$ cat config.mk
export PLATFORM = sky130hd
export DESIGN_NAME = npc_search_ctrl
export DESIGN_NICKNAME = d
export VERILOG_FILES = /design/src/design/npc_pkg.sv /design/src/design/npc_search_ctrl.sv
export SDC_FILE = /design/constraint.sdc
export NUM_CORES = 1
export LEC_CHECK = 0
export ABC_AREA = 1
export BUFFER_PORTS_ARGS = -buffer_cell sky130_fd_sc_hd__buf_2
export CAP_MARGIN = 20
export CORE_AREA = 5 5 42 44
export DETAILED_ROUTE_END_ITERATION = 8
export DIE_AREA = 0 0 47 49
export HOLD_SLACK_MARGIN = 0.08
export PLACE_DENSITY_LB_ADDON = 0.08
export SKIP_LAST_GASP = 1
export SLEW_MARGIN = 5
export SYNTH_ARGS = -nofsm -noshare
export SYNTH_HDL_FRONTEND = slang
export SYNTH_SLANG_ARGS = --single-unit
$ cat constraint.sdc
create_clock -name clk -period 3.5 [get_ports clk]
set_clock_uncertainty 0.05 [all_clocks]
set_input_delay 0.525 -clock clk [delete_from_list [all_inputs] [get_ports clk]]
set_output_delay 0.525 -clock clk [all_outputs]
set_load 0.005 [all_outputs]
$ cat src/design/npc_pkg.sv
// ----------------------------------------------------------------------------
// npc_pkg
// Shared types and constants for the nearest palette color unit.
// ----------------------------------------------------------------------------
package npc_pkg;

  // Palette geometry. Entries 1 to PALETTE_SIZE-1 are searched.
  localparam int PALETTE_SIZE = 256;
  localparam int STORE_DEPTH  = 256;
  localparam int IDX_W        = 8;
  localparam int CHAN_W       = 8;
  localparam int COLOR_W      = 3 * CHAN_W;
  localparam int SQ_W         = 2 * CHAN_W;
  localparam int DIST_W       = 18;

  // Largest possible squared distance, three channels of 255 squared.
  localparam logic [DIST_W-1:0] DIST_MAX = DIST_W'(195075);

  // Last index that a search visits.
  localparam logic [IDX_W-1:0] LAST_IDX = IDX_W'(PALETTE_SIZE - 1);

  // Item kind carried in tuser.
  typedef enum logic [0:0] {
    FUNC_WRITE = 1'b0,
    FUNC_QUERY = 1'b1
  } func_t;

  // Search sequencer states.
  typedef enum logic [1:0] {
    ST_IDLE,
    ST_SEARCH,
    ST_DRAIN
  } state_t;

  // Control from the sequencer to the distance datapath and the palette RAM.
  typedef struct packed {
    logic             start;
    logic             rd_en;
    logic [IDX_W-1:0] rd_idx;
  } npc_ctl_t;

endpackage

$ cat src/design/npc_search_ctrl.sv
// ----------------------------------------------------------------------------
// npc_search_ctrl
// Search sequencer: accepts items, walks the palette addresses of a query
// and signals when the minimum is final.
// ----------------------------------------------------------------------------
module npc_search_ctrl (
  input  logic              clk,
  input  logic              rst_n,
  input  logic              in_tvalid,
  input  npc_pkg::func_t    in_func,
  input  logic              dp_busy,
  input  logic              out_free,
  output logic              in_tready,
  output logic              done,
  output npc_pkg::npc_ctl_t ctl
);
  import npc_pkg::*;

  state_t           state_r, state_nxt;
  logic [IDX_W-1:0] addr_r, addr_nxt;
  logic             query_acc;

  assign query_acc = in_tvalid && in_tready && (in_func == FUNC_QUERY);

  // Next state and address counter.
  always_comb begin
    state_nxt = state_r;
    addr_nxt  = addr_r;
    case (state_r)
      ST_IDLE: begin
        if (query_acc) begin
          state_nxt = ST_SEARCH;
          addr_nxt  = IDX_W'(1);
        end
      end
      ST_SEARCH: begin
        if (addr_r == LAST_IDX) begin
          state_nxt = ST_DRAIN;
        end else begin
          addr_nxt = addr_r + IDX_W'(1);
        end
      end
      ST_DRAIN: begin
        if (!dp_busy && out_free) begin
          state_nxt = ST_IDLE;
        end
      end
      default: state_nxt = ST_IDLE;
    endcase
  end

  // Outputs of the sequencer.
  always_comb begin
    in_tready  = 1'b0;
    done       = 1'b0;
    ctl.start  = query_acc;
    ctl.rd_en  = 1'b0;
    ctl.rd_idx = addr_r;
    case (state_r)
      ST_IDLE:   in_tready = 1'b1;
      ST_SEARCH: ctl.rd_en = 1'b1;
      ST_DRAIN:  done = !dp_busy && out_free;
      default: begin
        in_tready = 1'b0;
      end
    endcase
  end

  always_ff @(posedge clk) begin
    if (!rst_n) begin
      state_r <= ST_IDLE;
      addr_r  <= '0;
    end else begin
      state_r <= state_nxt;
      addr_r  <= addr_nxt;
    end
  end

endmodule

==> results_dict.tcl <==
set metrics [dict create \
    cts_tree "built" \
    first_global_vias 589 \
    synthesis.area_um2 624 \
    cts-root-buf "clkbuf_4" \
    grt_max_degree 11 \
    seq_area_frac_synth_pct 32.1 \
    p_per_area_mw_per_mm2 389 \
    status "completed" \
    antenna_found_initial 0 \
    max_clock_freq_mhz 557 \
    arrival_ns 1.22 \
    cp-start-kind "flop" \
    initial_core_util_pct 44.6 \
    vias 648 \
    cts_resized 0 \
    ys_warn_count 0 \
    setup_tns_ns 0 \
    finalHoldViolations 0 \
    critical_path_class "reg2out" \
    crit_path_end_kind "output port" \
    drv_cap 0 \
    clk_pin_slew_ns 0.07 \
    htree_levels 1 \
    cp.required_ns 2.92 \
    fp.dieH_um 49 \
    grt_pass1_wl_um 2420 \
    io_pins 18 \
    core_area_mm2 0.00140 \
    synth_cell_types 19 \
    min_path_type "in2reg" \
    ys.flop_type "dfxtp_1" \
    viasPerCell 4.95 \
    nets 123 \
    area_growth_pct 20.2 \
    clockBufferDepth 2 \
    grt_overflow 0 \
    cp_max_fo 8 \
    clk_latency_ns 0.28 \
    rsz0062_at_grt "no" \
    cts_made_buffers 3 \
    routedWlPerCell_um 10.5 \
    antenna_left 0 \
    leakagePower_uw 0.000349 \
    yosys.cell_count.top_type "nand2_1" \
    first_pass_iters 4 \
    track_usage_pct 14.3 \
    avgSynthCellArea_um2 6.50 \
    async_reset_ff_share_pct 0 \
    rows 14 \
    numClockSinks 10 \
    slew_headroom_pct 81.4 \
    synth.net_count 103 \
    cts_hold_buf 0 \
    drt_wl_total_um 1380 \
    drive_gt1_share_pct 27.0 \
    utilization_pct 53.6 \
    synth_common_cells "nand2_1, nor2_1, inv_1, nand3_1, dfxtp_1" \
    slew_violations 0 \
    netlist.area_leader.share_pct 32.1 \
    setup_viol 0 \
    die_area_mm2 0.00230 \
    period_share_pct 51.3 \
    worst_pin_slew_ns 0.278 \
    synth-seq-cells 10 \
    n_antenna_cell 0 \
    gp_congestion 0.847 \
    portBuffers 17 \
    synth_top_cells_by_area "dfxtp_1, nand2_1, nor2_1" \
    r2r_slack_ns 2.05 \
    ir_worst_vdd_uv 252 \
    place_hpwl_um 1070 \
    cts_setup_buffers 0 \
    postSynthCellCount 96 \
    synth_edf_count 0 \
    first_iter_violations 15 \
    drc 0 \
    die_width_um 47 \
    synth_top_cell_by_area "dfxtp_1" \
    finalCriticalPeriod_ns 1.79 \
]
[sequential cells by signal, indices dropped and copies added (netlist names)]
name     flops
state_r      2
addr_r       8
[through the flow]
| stage | total power, uW | setup slack [ns] | area [um2] | hold slack [ns] | cells |
|---|---|---|---|---|---|
| floorplan | 171 | 2.05 | 624 | 0.461 | 96 |
| global route | 311 | 1.62 | 751 | 0.470 | 131 |
| CTS | 293 | 1.69 | 751 | 0.468 | 131 |
| global placement | 189 | 1.94 | 714 | 0.476 | 127 |
| finish | 292 | 1.71 | 751 | 0.458 | 131 |
| detailed placement | 189 | 1.92 | 714 | 0.465 | 127 |
[routing by layer]
| layer | wire (um) | up-vias | global-route usage (%) | share of wire (%) |
|---|---|---|---|---|
| li1 | - | 339 | - | - |
| met1 | 577 | 280 | 16.1 | 42 |
| met2 | 643 | 24 | 23.1 | 47 |
| met3 | 120 | 5 | 3.69 | 8.7 |
| met4 | 38 | 0 | 8.29 | 2.8 |
| met5 | 0 | - | 0 | 0 |
[cell families after synthesis]
kind of cell / after synthesis / share of synthesized area, %
AO/OA/AOI/OAI: 10 / 8.02
flip-flops: 10 / 32.1
buffers and inverters: 14 / 9.62
adder cells (fa/ha/maj): 1 / 2.00
AND/OR/NAND/NOR: 61 / 48.3
[worst max-delay path, stage by stage (launching register included)]
cell     delay (ns)
dfxtp_1        0.39
nor2_2         0.16
nand3_2        0.20
inv_1          0.09
buf_2          0.11
[layout by cell type (no fill, tap or decap)]
| master | instances |
|---|---|
| nand2_2 | 2 |
| nand2_4 | 2 |
| nand2_1 | 23 |
| dfxtp_1 | 10 |
| clkbuf_4 | 3 |
| inv_1 | 11 |
| nor2_4 | 1 |
| nor3_1 | 1 |
| clkbuf_8 | 1 |
| or2_2 | 1 |
| buf_2 | 17 |
| ha_1 | 1 |
| nor2_2 | 1 |
| a21oi_1 | 8 |
| nor2_1 | 16 |
| nand4_1 | 1 |
| o21ai_0 | 2 |
| nor2_8 | 1 |
| nand3_1 | 11 |
| nand3_2 | 1 |
| inv_2 | 1 |
[final cells by class]
cell class                      instances  area [um2]
Inverter                               12        45.0
Sequential cell                        10         200
Multi-Input combinational cell         72         364
Tap cell                               16        20.0
Timing Repair Buffer                   17        85.1
Clock buffer                            4        36.3
Fill cell                             163         651
[report_power, final]
| part | switching [uW] | internal [uW] | total (uW) |
|---|---|---|---|
| combinational | 33.6 | 22.3 | 55.9 |
| clock | 42.3 | 63.3 | 106 |
| sequential | 9.42 | 121 | 131 |
| total | 85.3 | 207 | 292 |
[worst paths after layout]
path	to	cells after the start	startpoint
min	addr_r[1]	3	rst_n
max	ctl[9]	4	state_r[1]
min reg2reg	addr_r[6]	2	addr_r[6]
max reg2reg	addr_r[7]	9	addr_r[0]
(Power assumes the default switching activity.)
