<file path="config.mk">
export PLATFORM = sky130hd
export DESIGN_NAME = npc_dist_min
export DESIGN_NICKNAME = d
export VERILOG_FILES = /design/src/design/npc_pkg.sv /design/src/design/npc_dist_min.sv
export SDC_FILE = /design/constraint.sdc
export NUM_CORES = 1
export LEC_CHECK = 0
export BUFFER_PORTS_ARGS = -buffer_cell sky130_fd_sc_hd__buf_2
export CAP_MARGIN = 0
export CORE_ASPECT_RATIO = 1.5
export CORE_MARGIN = 3
export CORE_UTILIZATION = 30
export CTS_BUF_LIST = sky130_fd_sc_hd__clkbuf_4
export DETAILED_ROUTE_END_ITERATION = 16
export PLACE_DENSITY = 0.51
export SYNTH_ARGS = -nofsm -noshare
export SYNTH_HDL_FRONTEND = slang
export SYNTH_SLANG_ARGS = --single-unit
</file>
<file path="constraint.sdc">
create_clock -name clk -period 7.6 [get_ports clk]
set_input_delay 1.52 -clock clk [delete_from_list [all_inputs] [get_ports clk]]
set_output_delay 1.52 -clock clk [all_outputs]
set_load 0.03 [all_outputs]
</file>
<file path="src/design/npc_pkg.sv">
// ----------------------------------------------------------------------------
// npc_pkg
// Shared types and constants for the nearest palette color unit.
// ----------------------------------------------------------------------------
package npc_pkg;

  // Palette geometry. Entries 1 to PALETTE_SIZE-1 are searched.
  localparam int PALETTE_SIZE = 256;
  localparam int STORE_DEPTH  = 256;
  localparam int IDX_W        = 8;
  localparam int CHAN_W       = 8;
  localparam int COLOR_W      = 3 * CHAN_W;
  localparam int SQ_W         = 2 * CHAN_W;
  localparam int DIST_W       = 18;

  // Largest possible squared distance, three channels of 255 squared.
  localparam logic [DIST_W-1:0] DIST_MAX = DIST_W'(195075);

  // Last index that a search visits.
  localparam logic [IDX_W-1:0] LAST_IDX = IDX_W'(PALETTE_SIZE - 1);

  // Item kind carried in tuser.
  typedef enum logic [0:0] {
    FUNC_WRITE = 1'b0,
    FUNC_QUERY = 1'b1
  } func_t;

  // Search sequencer states.
  typedef enum logic [1:0] {
    ST_IDLE,
    ST_SEARCH,
    ST_DRAIN
  } state_t;

  // Control from the sequencer to the distance datapath and the palette RAM.
  typedef struct packed {
    logic             start;
    logic             rd_en;
    logic [IDX_W-1:0] rd_idx;
  } npc_ctl_t;

endpackage

</file>
<file path="src/design/npc_dist_min.sv">
// ----------------------------------------------------------------------------
// npc_dist_min
// Distance pipeline: squares the channel differences of each palette entry
// against the held query color, then keeps the running minimum.
// ----------------------------------------------------------------------------
module npc_dist_min (
  input  logic                        clk,
  input  logic                        rst_n,
  input  npc_pkg::npc_ctl_t           ctl,
  input  logic [npc_pkg::COLOR_W-1:0] query_color,
  input  logic [npc_pkg::COLOR_W-1:0] rd_data,
  output logic                        busy,
  output logic [npc_pkg::IDX_W-1:0]   best_idx,
  output logic [npc_pkg::DIST_W-1:0]  best_dist
);
  import npc_pkg::*;

  logic [COLOR_W-1:0] query_r;
  logic               v1_r;
  logic [IDX_W-1:0]   idx1_r;
  logic               v2_r;
  logic [IDX_W-1:0]   idx2_r;
  logic [SQ_W-1:0]    sq_r_r, sq_g_r, sq_b_r;
  logic [SQ_W-1:0]    sq_r_nxt, sq_g_nxt, sq_b_nxt;
  logic [DIST_W-1:0]  dist_sum;
  logic [IDX_W-1:0]   best_idx_r;
  logic [DIST_W-1:0]  best_dist_r;

  // Absolute difference of one channel, squared.
  function automatic logic [SQ_W-1:0] sq_diff(input logic [CHAN_W-1:0] a,
                                              input logic [CHAN_W-1:0] b);
    logic [CHAN_W-1:0] d;
    d = (a >= b) ? (a - b) : (b - a);
    return SQ_W'(d) * SQ_W'(d);
  endfunction

  // Hold the query color for the whole search.
  always_ff @(posedge clk) begin
    if (ctl.start) begin
      query_r <= query_color;
    end
  end

  // Valid bits track reads through the pipeline.
  always_ff @(posedge clk) begin
    if (!rst_n) begin
      v1_r <= 1'b0;
      v2_r <= 1'b0;
    end else begin
      v1_r <= ctl.rd_en;
      v2_r <= v1_r;
    end
  end

  // Stage one: read data arrives, channel squares are formed.
  always_comb begin
    sq_r_nxt = sq_diff(rd_data[23:16], query_r[23:16]);
    sq_g_nxt = sq_diff(rd_data[15:8],  query_r[15:8]);
    sq_b_nxt = sq_diff(rd_data[7:0],   query_r[7:0]);
  end

  always_ff @(posedge clk) begin
    idx1_r <= ctl.rd_idx;
    idx2_r <= idx1_r;
    sq_r_r <= sq_r_nxt;
    sq_g_r <= sq_g_nxt;
    sq_b_r <= sq_b_nxt;
  end

  // Stage two: sum the squares and keep the strict minimum.
  assign dist_sum = DIST_W'(sq_r_r) + DIST_W'(sq_g_r) + DIST_W'(sq_b_r);

  always_ff @(posedge clk) begin
    // The first searched entry always seeds the minimum.
    if (v2_r && ((idx2_r == IDX_W'(1)) || (dist_sum < best_dist_r))) begin
      best_idx_r  <= idx2_r;
      best_dist_r <= dist_sum;
    end
  end

  assign busy      = v1_r | v2_r;
  assign best_idx  = best_idx_r;
  assign best_dist = best_dist_r;

endmodule

</file>
==> qor.yml <==
clkSinkCount: 113
grt_pass1_vias: 8114
endpoint_kind: "register"
dieArea_um2: 38900
timing.hold.ws_ps: 342
cts_setup_buffers: 0
vias: 7742
drv_cap: 0
drive_above_1_share_pct: 18.3
drt_iter0_drc: 230
path_clk_slew_ps: 120
die_h_um: 240
critPathArrivalTime_ps: 7580
yosys.area.top_type_share_pct: 19.2
cts-root-buf: "clkbuf_4"
cts_tree: "built"
fillCellCount: 3744
cts.path.max_buffers: 2
place.gp.congestion: 0.795
r2r-start: "query_r[0]"
drc: 0
drv_slew: 0
period_needed_ps: 7120
synth_ff_type: "dfxtp_1"
clock.fmax_mhz: 141
min_path_type: "register to register"
holdBufCountCts: 0
holdCritStartpoint: "idx1_r[6]"
status: "complete, no violations"
start_util_pct: 30.5
fp-row-count: 85
ys_seq_elements: 113
tightestPinTransition_ps: 599
setup_viol: 0
required_ps: 8060
chipWidth_um: 162
grt_pass1_wl_mm: 36.8
synth_enable_flop_cells: 50
drtAntennaViolNets: 0
synthesis.area_um2: 10900
grt_use_total_pct: 11.7
cts_resized: 0
antenna_found_initial: 1
rsz0062_at_grt: "false"
cts_inserted_buffers: 17
synth-async-reset-ratio_pct: 0
portBuffers: 86
hpwlAfterDp_mm: 18.2
finalCritPeriodShare_pct: 93.6
syn_inst: 1112
crit_fanout: 5
yosysSeqAreaShare_pct: 25.2
grt_max_degree: 25
nets: 1616
crit_path_start: "rd_data[0]"
overflow: 0
worst_slack_ps: 484
yosysUniqueCellTypes: 67
wire_per_inst_um: 12.0
yosysTopAreaCell: "ha_1"
routed_wl_mm: 21.4
avgSynthCellArea_um2: 9.85
tns_ps: 0
clk_latency_ps: 580
htreeDepth: 4
path_class: "input pin to register"
synth.area.top_cells: "ha_1 (19%), fa_1 (18%), edfxtp_1 (14%)"
cp_slowest_stage_delay_ps: 540
synth_warnings: 0
io-pin-count: 87
startpoint_type: "input pin"
syn2layout_area_growth_pct: 17.9
firstDrtPassIters: 4
finClkSkew_ps: 37.1
timing.slew.headroom_pct: 60.0
critical_path.slowest_cell: "fa_1"
hold_viol_final: 0
post-place-ws_ps: -155
via_per_inst: 4.34
core_um2: 35900
-- final cells by class --
type	count	area (um2)	share of cell area (%)
diodes	1	2.50	0.0194
well taps	478	598	4.63
repair buffers	173	1080	8.40
clock inverters	14	179	1.39
inverters	224	841	6.52
flip-flops and latches	113	2760	21.4
multi-input cells	762	7310	56.6
clock buffers	17	128	0.989
-- registers in the layout (all words and copies together), names as in the netlist --
signal     count
best_dist     18
v2_r           1
sq_r_r        15
idx2_r         8
query_r       24
best_idx       8
sq_g_r        15
idx1_r         8
sq_b_r        15
v1_r           1
-- cells by family after synthesis --
family                   after synthesis  synth area share [%]
multiplexers                          17                  1.76
flip-flops                           113                  25.2
AND/OR/NAND/NOR                      215                  9.47
other                                  2                0.0686
buffers and inverters                238                  8.31
AO/OA/AOI/OAI                        180                  10.9
XOR/XNOR                              82                  7.31
adder cells (fa/ha/maj)              265                  36.9
-- Yosys cell counts, types with 21 or more instances --
| master | instances |
|---|---|
| a21o_1 | 26 |
| a21oi_1 | 55 |
| dfxtp_1 | 63 |
| edfxtp_1 | 50 |
| fa_1 | 97 |
| ha_1 | 168 |
| inv_1 | 221 |
| nand2b_1 | 21 |
| nor2_1 | 99 |
| o21ai_0 | 31 |
| xnor2_1 | 50 |
| xor2_1 | 24 |
-- path summary, 6_finish.rpt --
check / to / slack (ps) / cells past startpoint
setup / recovery: sq_b_r[15] / 480 / 29
hold / removal: idx2_r[6] / 340 / 0
hold reg to reg: idx2_r[6] / 340 / 0
setup reg to reg: sq_b_r[15] / 1220 / 27
-- layout by cell type, fill, tap and decap left out, drive strengths merged, types with 3 or more instances in the layout --
cell type / instances
xor2: 26
o31a: 3
edfxtp: 50
o21a: 11
inv: 230
nand4: 8
and4: 4
a2111oi: 4
bufinv: 3
a21o: 26
fa: 97
o22ai: 3
a31oi: 6
nor2b: 9
ha: 168
nand3: 7
o41ai: 4
o21bai: 7
or3: 5
and2: 6
a21oi: 57
nor3: 13
a21boi: 3
nand2: 20
or2: 14
mux2i: 15
clkinv: 4
a211oi: 7
o21ai: 36
xnor2: 56
conb: 3
clkbuf: 17
buf: 173
a31o: 3
nor2: 101
and3: 3
nand2b: 21
dfxtp: 63
-- per-layer routing --
metal | up-vias | part of all wire [%] | routed length [um] | GRT usage (%)
li1 | 4006 | - | - | -
met1 | 3630 | 43 | 9220 | 13.3
met2 | 92 | 53 | 11200 | 22.1
met3 | 14 | 3.0 | 632 | 2.40
met4 | 0 | 1.3 | 274 | 3.10
met5 | - | 0 | 0 | 0
-- metrics by stage --
stage | instance area, um2 | util (%) | cells
floorplan | 11000 | - | 1113
CTS | 12900 | 35.9 | 1781
finish | 12900 | 35.9 | 1782
detailed placement | 12600 | 35.0 | 1750
global route | 12900 | 35.9 | 1782
global placement | 12600 | 35.0 | 1750
-- worst max-delay path, delay by kind of cell --
family          cells  cell delay, ps
mux                 1             220
xor+xnor            2             320
compound gates      7            1170
buf+inv             7             520
simple gates        5            1050
fa+ha+maj           7            2760
Power is left out: the tool's default activity adds up to more than one toggle a clock period on the data nets, which glitch-free logic cannot reach.
